<file path="src/rtl/svn_pkg.sv">
`timescale 1ns / 1ps
// ----------------------------------------------------------------------------
// svn_pkg
// Shared types and constants of the smooth vertex normal block.
// ----------------------------------------------------------------------------
package svn_pkg;

  localparam int MAX_VERTICES_DEF = 4096;
  localparam int POS_WIDTH_DEF    = 16;
  localparam int SUM_WIDTH_DEF    = 24;

  localparam int NRM_W   = 16;
  localparam int IN_IDXW = 12;
  localparam int CNT_W   = 13;
  localparam int IN_POSW = 16;

  localparam logic [CNT_W-1:0] VCOUNT_RESET = 13'd4096;

  localparam logic [1:0] CMD_LOAD = 2'd0;
  localparam logic [1:0] CMD_TRI  = 2'd1;
  localparam logic [1:0] CMD_READ = 2'd2;

  localparam logic [1:0] ST_OK    = 2'd0;
  localparam logic [1:0] ST_RANGE = 2'd1;
  localparam logic [1:0] ST_ZERO  = 2'd2;

  typedef enum logic [3:0] {
    S_CLEAR, S_IDLE, S_POS0, S_POS1, S_POS2, S_POS3, S_MUL,
    S_SUMRD, S_SUMCAP, S_START, S_WAIT, S_ACCRD, S_ACCWR, S_RESP
  } svn_state_t;

  typedef enum logic [2:0] {
    U_IDLE, U_NORM, U_SQ, U_ROOT, U_DSET, U_DIV, U_DONE
  } unit_state_t;

  typedef struct packed {
    logic                    busy;
    logic                    done;
    logic                    zero;
    logic signed [NRM_W-1:0] nx;
    logic signed [NRM_W-1:0] ny;
    logic signed [NRM_W-1:0] nz;
  } unit_res_t;

endpackage

</file>
<file path="src/rtl/svn_unit.sv">
`timescale 1ns / 1ps
// ----------------------------------------------------------------------------
// svn_unit
// Iterative unit-length scaling of a 3-vector to Q1.14: one-bit normalizing
// shifter, squared sum, bit-serial square root and restoring divider.
// ----------------------------------------------------------------------------
module svn_unit import svn_pkg::*; #(
  parameter int VEC_W = 35
) (
  input  logic                    clk,
  input  logic                    rst_n,
  input  logic                    start,
  input  logic signed [VEC_W-1:0] vec [3],
  output unit_res_t               res
);

  localparam int W = (VEC_W > 30) ? VEC_W : 30;
  localparam logic [W:0] HI_LIM = (W+1)'(1) << 30;
  localparam logic [W:0] LO_LIM = (W+1)'(1) << 29;

  unit_state_t state_r, state_nxt;

  logic [W-1:0]  mag_r [3];
  logic          neg_r [3];
  logic [W-1:0]  top;
  logic [1:0]    cnt_r;
  logic [59:0]   prod_r;
  logic [61:0]   sq_r;
  logic [61:0]   v_r;
  logic [61:0]   r_r;
  logic [61:0]   bit_r;
  logic [61:0]   rb;
  logic [30:0]   len_r;
  logic [30:0]   rem_r;
  logic [15:0]   num_r;
  logic [15:0]   q_r;
  logic [3:0]    dstep_r;
  logic [31:0]   trial;
  logic          take;
  logic [15:0]   q_new;
  logic [44:0]   numer;
  logic          zero_r;
  logic signed [NRM_W-1:0] out_r [3];
  logic          vec_zero;

  assign vec_zero = (vec[0] == '0) && (vec[1] == '0) && (vec[2] == '0);

  always_comb begin
    top = mag_r[0];
    if (mag_r[1] > top) top = mag_r[1];
    if (mag_r[2] > top) top = mag_r[2];
  end

  assign rb    = r_r + bit_r;
  assign trial = {rem_r, num_r[15]};
  assign take  = trial >= {1'b0, len_r};
  assign q_new = {q_r[14:0], take};
  assign numer = (45'(mag_r[cnt_r][29:0]) << 14) + 45'(len_r >> 1);

  always_ff @(posedge clk) begin
    if (!rst_n) state_r <= U_IDLE;
    else        state_r <= state_nxt;
  end

  always_comb begin
    state_nxt = state_r;
    unique case (state_r)
      U_IDLE: if (start) state_nxt = vec_zero ? U_DONE : U_NORM;
      U_NORM: if (({1'b0, top} < HI_LIM) && ({1'b0, top} >= LO_LIM)) state_nxt = U_SQ;
      U_SQ:   if (cnt_r == 2'd3) state_nxt = U_ROOT;
      U_ROOT: if (bit_r[0]) state_nxt = U_DSET;
      U_DSET: state_nxt = U_DIV;
      U_DIV:  if (dstep_r == 4'd15) state_nxt = (cnt_r == 2'd2) ? U_DONE : U_DSET;
      U_DONE: state_nxt = U_IDLE;
      default: state_nxt = U_IDLE;
    endcase
  end

  always_ff @(posedge clk) begin
    case (state_r)
      U_IDLE: begin
        if (start) begin
          for (int i = 0; i < 3; i++) begin
            neg_r[i] <= vec[i][VEC_W-1];
            mag_r[i] <= W'(vec[i][VEC_W-1] ? VEC_W'(-vec[i]) : VEC_W'(vec[i]));
            out_r[i] <= '0;
          end
          zero_r <= vec_zero;
          cnt_r  <= 2'd0;
          sq_r   <= '0;
        end
      end
      U_NORM: begin
        // Right shifts truncate each magnitude toward zero and left shifts fill with zeros, one bit a step.
        if ({1'b0, top} >= HI_LIM) begin
          for (int i = 0; i < 3; i++) mag_r[i] <= mag_r[i] >> 1;
        end else if ({1'b0, top} < LO_LIM) begin
          for (int i = 0; i < 3; i++) mag_r[i] <= mag_r[i] << 1;
        end
      end
      U_SQ: begin
        if (cnt_r != 2'd3) prod_r <= mag_r[cnt_r][29:0] * mag_r[cnt_r][29:0];
        if (cnt_r != 2'd0) sq_r <= sq_r + 62'(prod_r);
        cnt_r <= cnt_r + 2'd1;
        if (cnt_r == 2'd3) begin
          v_r   <= sq_r + 62'(prod_r);
          r_r   <= '0;
          bit_r <= 62'(1) << 60;
        end
      end
      U_ROOT: begin
        if (v_r >= rb) begin
          v_r <= v_r - rb;
          r_r <= (r_r >> 1) + bit_r;
        end else begin
          r_r <= r_r >> 1;
        end
        bit_r <= bit_r >> 2;
        if (bit_r[0]) begin
          len_r <= (v_r >= rb) ? 31'((r_r >> 1) + bit_r) : 31'(r_r >> 1);
          cnt_r <= 2'd0;
        end
      end
      U_DSET: begin
        rem_r   <= 31'(numer[44:16]);
        num_r   <= numer[15:0];
        q_r     <= '0;
        dstep_r <= '0;
      end
      U_DIV: begin
        rem_r   <= take ? 31'(trial - {1'b0, len_r}) : trial[30:0];
        num_r   <= num_r << 1;
        q_r     <= q_new;
        dstep_r <= dstep_r + 4'd1;
        if (dstep_r == 4'd15) begin
          out_r[cnt_r] <= neg_r[cnt_r] ? -signed'(q_new) : signed'(q_new);
          cnt_r        <= cnt_r + 2'd1;
        end
      end
      default: ;
    endcase
  end

  assign res.busy = (state_r != U_IDLE);
  assign res.done = (state_r == U_DONE);
  assign res.zero = zero_r;
  assign res.nx   = out_r[0];
  assign res.ny   = out_r[1];
  assign res.nz   = out_r[2];

endmodule

</file>
<file path="config.mk">
export PLATFORM = sky130hd
export DESIGN_NAME = svn_unit
export DESIGN_NICKNAME = d
export VERILOG_FILES = /design/src/rtl/svn_pkg.sv /design/src/rtl/svn_unit.sv
export SDC_FILE = /design/constraint.sdc
export NUM_CORES = 2
export LEC_CHECK = 0
export BUFFER_PORTS_ARGS = -buffer_cell sky130_fd_sc_hd__buf_2
export CAP_MARGIN = 5
export CORE_MARGIN = 1
export CORE_UTILIZATION = 55
export DETAILED_ROUTE_END_ITERATION = 8
export GPL_TIMING_DRIVEN = 0
export MAX_ROUTING_LAYER = met4
export PLACE_DENSITY_LB_ADDON = 0.25
export SYNTH_ARGS = -nofsm -noshare
export SYNTH_HDL_FRONTEND = slang
export SYNTH_SLANG_ARGS = --single-unit
</file>
<file path="constraint.sdc">
create_clock -name clk -period 10.9 [get_ports clk]
set_input_delay 2.18 -clock clk [delete_from_list [all_inputs] [get_ports clk]]
set_output_delay 2.18 -clock clk [all_outputs]
set_load 0.01 [all_outputs]
</file>
### Word level (Yosys, flattened, before mapping)

Memories as Yosys holds them, arrays and structs flattened. A register that Yosys moved wholly into a read port is not among the register bits.
Cells that the tools add are included.

* bitwise gates (word level): 6
* order comparisons: 8
* multiply operators: 1
* multiplexer cells: 59
* $add $sub $neg: 12
* equality and inequality tests: 17
* reductions and logical operators: 22

Operators with widths (count)
* $pmux 62 s2: 4
* $mux 62: 7
* $mux 35: 11
* $logic_not 35->1: 3
* $neg 35->35: 3
* $gt 35x35->1: 2
* $add 61x62->62: 1
* $add 62x60->62: 1
* $add 62x62->62: 1
* $ge 62x62->1: 1
* $mux 31: 2
* $pmux 31 s2: 1
* $sub 62x62->62: 1
* $mul 30x30->60: 1
* $add 44x30->45: 1
* $ge 35x30->1 const B: 1
* $ge 35x31->1 const B: 1
* $lt 35x30->1 const B: 1
* $lt 35x31->1 const B: 1
* $ge 32x31->1: 1
* $mux 16: 2
* $pmux 16 s2: 1
* $sub 31x31->31: 1
* $pmux 15 s2: 1
* 26 further kinds: 75

* register bits: 411
* bits in writable memories: 156
* memories kept: 3
* input bits: 108
* word-level logic and storage cells: 141
* output and inout port bits: 51

Memories
* mag_r: words 3, bits a word 35, read ports 4, clocked after memory_dff 1, write ports 3, line svn_unit.sv:23 `logic [W-1:0] mag_r [3];`
* out_r: words 3, bits a word 16, read ports 3, clocked after memory_dff 0, write ports 3, line svn_unit.sv:43 `logic signed [NRM_W-1:0] out_r [3];`
* neg_r: words 3, bits a word 1, read ports 1, clocked after memory_dff 1, write ports 3, line svn_unit.sv:24 `logic neg_r [3];`

### Logic depth before layout (Yosys ltp)

An unclocked memory read counts as a cell.

* word-level depth: 11
* depth in mapped cells: 38
* depth with buffers taken out: 33

### Worst setup path before layout

Ideal clock, no wire load.

* path kind: register -> register
* from: register r_r[2]
* to: register v_r[0] (enable)
* data required time: 10324 ps
* buffers on the path: 3
* arrival time: 9985 ps
* clock period less this slack: 10561 ps
* cell stages (with the launch flop): 24
* library setup time: 576 ps
* setup slack: 339 ps
* path through: edfxtp_1 -> ha_1 -> a31oi_1 -> o21bai_1 -> a31oi_1 -> o2111a_1 -> o21ai_0 -> nor2_1 -> o41ai_1 -> a31oi_1 -> o21bai_1 -> a31oi_1 -> xor2_1 -> ha_1 -> clkbuf_1 -> nand4_1 -> nor3_1 -> a21boi_1 -> o311ai_1 -> a2111oi_4 -> nor2_1 -> clkbuf_1 -> clkbuf_1 -> a21boi_0

* cells in the longest elaborated chain, start to end: 4

RTL lines
* from (decl): line svn_unit.sv:30 `logic [61:0] r_r;`
* from (signal assigned): line svn_unit.sv:114 `r_r <= (r_r >> 1) + bit_r;`
* from (signal assigned): line svn_unit.sv:116 `r_r <= r_r >> 1;`
* $add 62x62->62: line svn_unit.sv:54 `assign rb = r_r + bit_r;`
* $ge 62x62->1: line svn_unit.sv:112 `if (v_r >= rb) begin`
* $ne 2x2->1 (no line)
* $reduce_and 3->1 (no line)
* to (signal assigned): line svn_unit.sv:106 `v_r <= sq_r + 62'(prod_r);`
* to (signal assigned): line svn_unit.sv:113 `v_r <= v_r - rb;`
* to (decl): line svn_unit.sv:29 `logic [61:0] v_r;`

Every way passes these cells.
A chain may end at the register's enable or synchronous reset.

==> metrics.cfg <==
[outcome]
status = finished clean

[min_path]
hp-start = num_r[5]$_DFFE_PP_
worst_hold_path_type = reg2reg
hold_path_end = num_r[6]$_DFFE_PP_
whs_path_depth = 2

[timing]
skew_ns = 0.0639
hold_viol_final = 0
worst_pin_slew_ns = 1.37
finalCritPeriodShare = 0.968
slew_viol_final = 0
grt_setup_unrepaired = false
finalCriticalPeriod_ns = 10.55
setup_viol = 0
relSlewSlack = 0.0893
max_clock_freq_mhz = 94.8
totalNegativeSetupSlack_ns = 0

[setup_path]
reg2reg_depth = 30
cp-end-kind = flop
required_ns = 11.28
slowest_stage = clkbuf_1
path_class = reg2reg
r2r-end = prod_r[58]$_DFFE_PP_
crit_fanout = 10
critPathMaxStageDelay_ns = 1.00
startpoint_type = flop
r2r_slack_ns = 0.35
crit_top_cell = fa_1
crit_arrival_ns = 10.93

[floorplanning]
die_x_um = 346
die-area_um2 = 120000
rows = 125
start_util = 0.558
io_pins = 159
core_um2 = 117000
die_y_um = 346

[cells_and_area]
fill_cells = 10200
final_net_count = 8662
drive_gt1_frac = 0.0637
layout_common_cells = 1043 x inv_1, 709 x nand2_1, 698 x fa_1
layout_commonest_cell = inv_1
layout-area-overhead-vs-synth_pct = 8.72

[place]
portBuffers = 158
place.gp.congestion = 1.05
place_hpwl_mm = 170

[cts]
cts_sinks = 537
cts.clk_slew.worst_paths_ns = 0.06
cts_made_buffers = 66
cts_max_level = 3
clockRootBuffer = clkbuf_16
insertion_delay_ns = 0.68
clockBufferDepth = 3
cts_tree = built

[yosys]
ys_warn_count = 0
synth_fp_nets = 8430
synth_top_flop_cell = edfxtp_1
ys_types = 90
netlist_area_um2 = 65200
synth_edf_count = 532
async_reset_ff_frac = 0
synthCells = 7066
avgSynthCellArea_um2 = 9.23
ys_ff_latch = 537
yosysSeqAreaShare = 0.247

[global_route]
grt_max_degree = 71
antenna_found_initial = 9
overflow = 0
grt_usage = 0.365
grt_pass1_wl_mm = 322
grt_pass1_vias = 53800

[route]
drc = 0
num_vias = 54300
antenna_left = 0
routed_via_density = 6.11
wire_per_inst_um = 23.8
dr.pass1.iters = 6
drt-initial-drc-count = 6116
drt-total-wl_mm = 211

[flow_run]
drv_cap = 0

## synth_stat cells, types with 88 or more instances
library cell  count  area, um^2
clkbuf_1        249         935
xnor2_1         286        2500
nand3_1         101         505
edfxtp_1        532       16000
xor2_1          150        1310
inv_1          1048        3930
a21oi_1         335        1680
o21ai_0         445        2230
nand2_1         710        2670
a21o_1          153        1150
nor2_1          559        2100
ha_1            558        6980
mux2i_1         148        1480
fa_1            698       14000
and3_1           88         551
## flip-flops by register name, summed over array words and instances (netlist names), named ones only
signal,flops
bit_r,31
cnt_r,2
dstep_r,4
len_r,31
mag_r,105
neg_r,3
num_r,16
out_r,48
prod_r,59
q_r,15
r_r,62
rem_r,31
sq_r,62
state_r,3
v_r,62
zero_r,1
## repair_timing
| action | in CTS | in global routing |
|---|---|---|
| setup endpoints to repair | 40 | 16 |
| pin swaps | 0 | 1 |
| setup buffers | 2 | 6 |
| hold buffers | 0 | 0 |
| resized for setup | 86 | 62 |
## final cells by class
class,count,area [um^2],share of cell area
well taps,1524,1910,0.0269
multi-input cells,5177,44200,0.623
inverters,1058,4000,0.0565
clock inverters,45,668,0.00943
plain buffers,280,1240,0.0175
diodes,9,22.5,0.000318
flip-flops and latches,537,16100,0.227
clock buffers,74,1680,0.0237
repair buffers,178,1120,0.0158
## logic make-up (layout without fill, tap and decap cells)
| group | count (synthesis) | count (layout) | synth area share |
|---|---|---|---|
| other | 0 | 9 | 0 |
| AO/OA/AOI/OAI | 1452 | 1452 | 0.139 |
| XOR/XNOR | 436 | 436 | 0.0586 |
| flip-flops | 537 | 537 | 0.247 |
| adder cells (fa/ha/maj) | 1256 | 1256 | 0.321 |
| multiplexers | 161 | 161 | 0.0250 |
| buffers and inverters | 1352 | 1635 | 0.0791 |
| AND/OR/NAND/NOR | 1872 | 1872 | 0.130 |
## critical path: cells and delay by family, from the launching register on
kind	cells	cell delay (ns)
AND/OR/NAND/NOR	1	0.27
XOR/XNOR	1	0.13
multiplexers	1	0.37
adder cells (fa/ha/maj)	9	4.26
flip-flops	1	0.52
AO/OA/AOI/OAI	11	2.56
buffers and inverters	7	2.15
## layer usage
metal  part of all wire  global-route usage  wire [um]  up-vias
met3               0.10              0.0786      22000      521
met1               0.41               0.488      87100    26700
met2               0.43               0.534      91900     2696
met4              0.049               0.156      10400        0
li1                   -                   -          -    24400
met5                  0                   -          0        -
## worst max path at each step
stage | start | to | slack (ns) | cells past startpoint
6_report | flop | prod_r[58]$_DFFE_PP_ | 0.35 | 30
5_1_grt | flop | prod_r[58]$_DFFE_PP_ | 0.16 | 34
4_1_cts | flop | prod_r[59]$_DFFE_PP_ | 0.04 | 35
3_5_place_dp | flop | prod_r[59]$_DFFE_PP_ | -3.01 | 32
3_3_place_gp | r_r[2]$_SDFFCE_PN0P_ | v_r[51]$_DFFE_PP_ | -4.58 | 23
2_1_floorplan | r_r[2]$_SDFFCE_PN0P_ | v_r[0]$_DFFE_PP_ | 0.34 | 23
## stage by stage
step / setup WS [ns] / hold slack, ns / util / std cells / cell area (um^2)
2_1_floorplan: 0.339 / 0.484 / - / 7066 / 65200
3_3_place_gp: -4.58 / 0.502 / 0.581 / 8748 / 67900
3_5_place_dp: -3.01 / 0.513 / 0.584 / 8760 / 68200
4_1_cts: 0.0362 / 0.522 / 0.605 / 8874 / 70700
5_1_grt: 0.164 / 0.556 / 0.607 / 8880 / 70900
6_report: 0.351 / 0.526 / 0.607 / 8882 / 70900
Power is not shown: default switching activity piles up to over one toggle a cycle in this logic, so the estimate is an artifact.
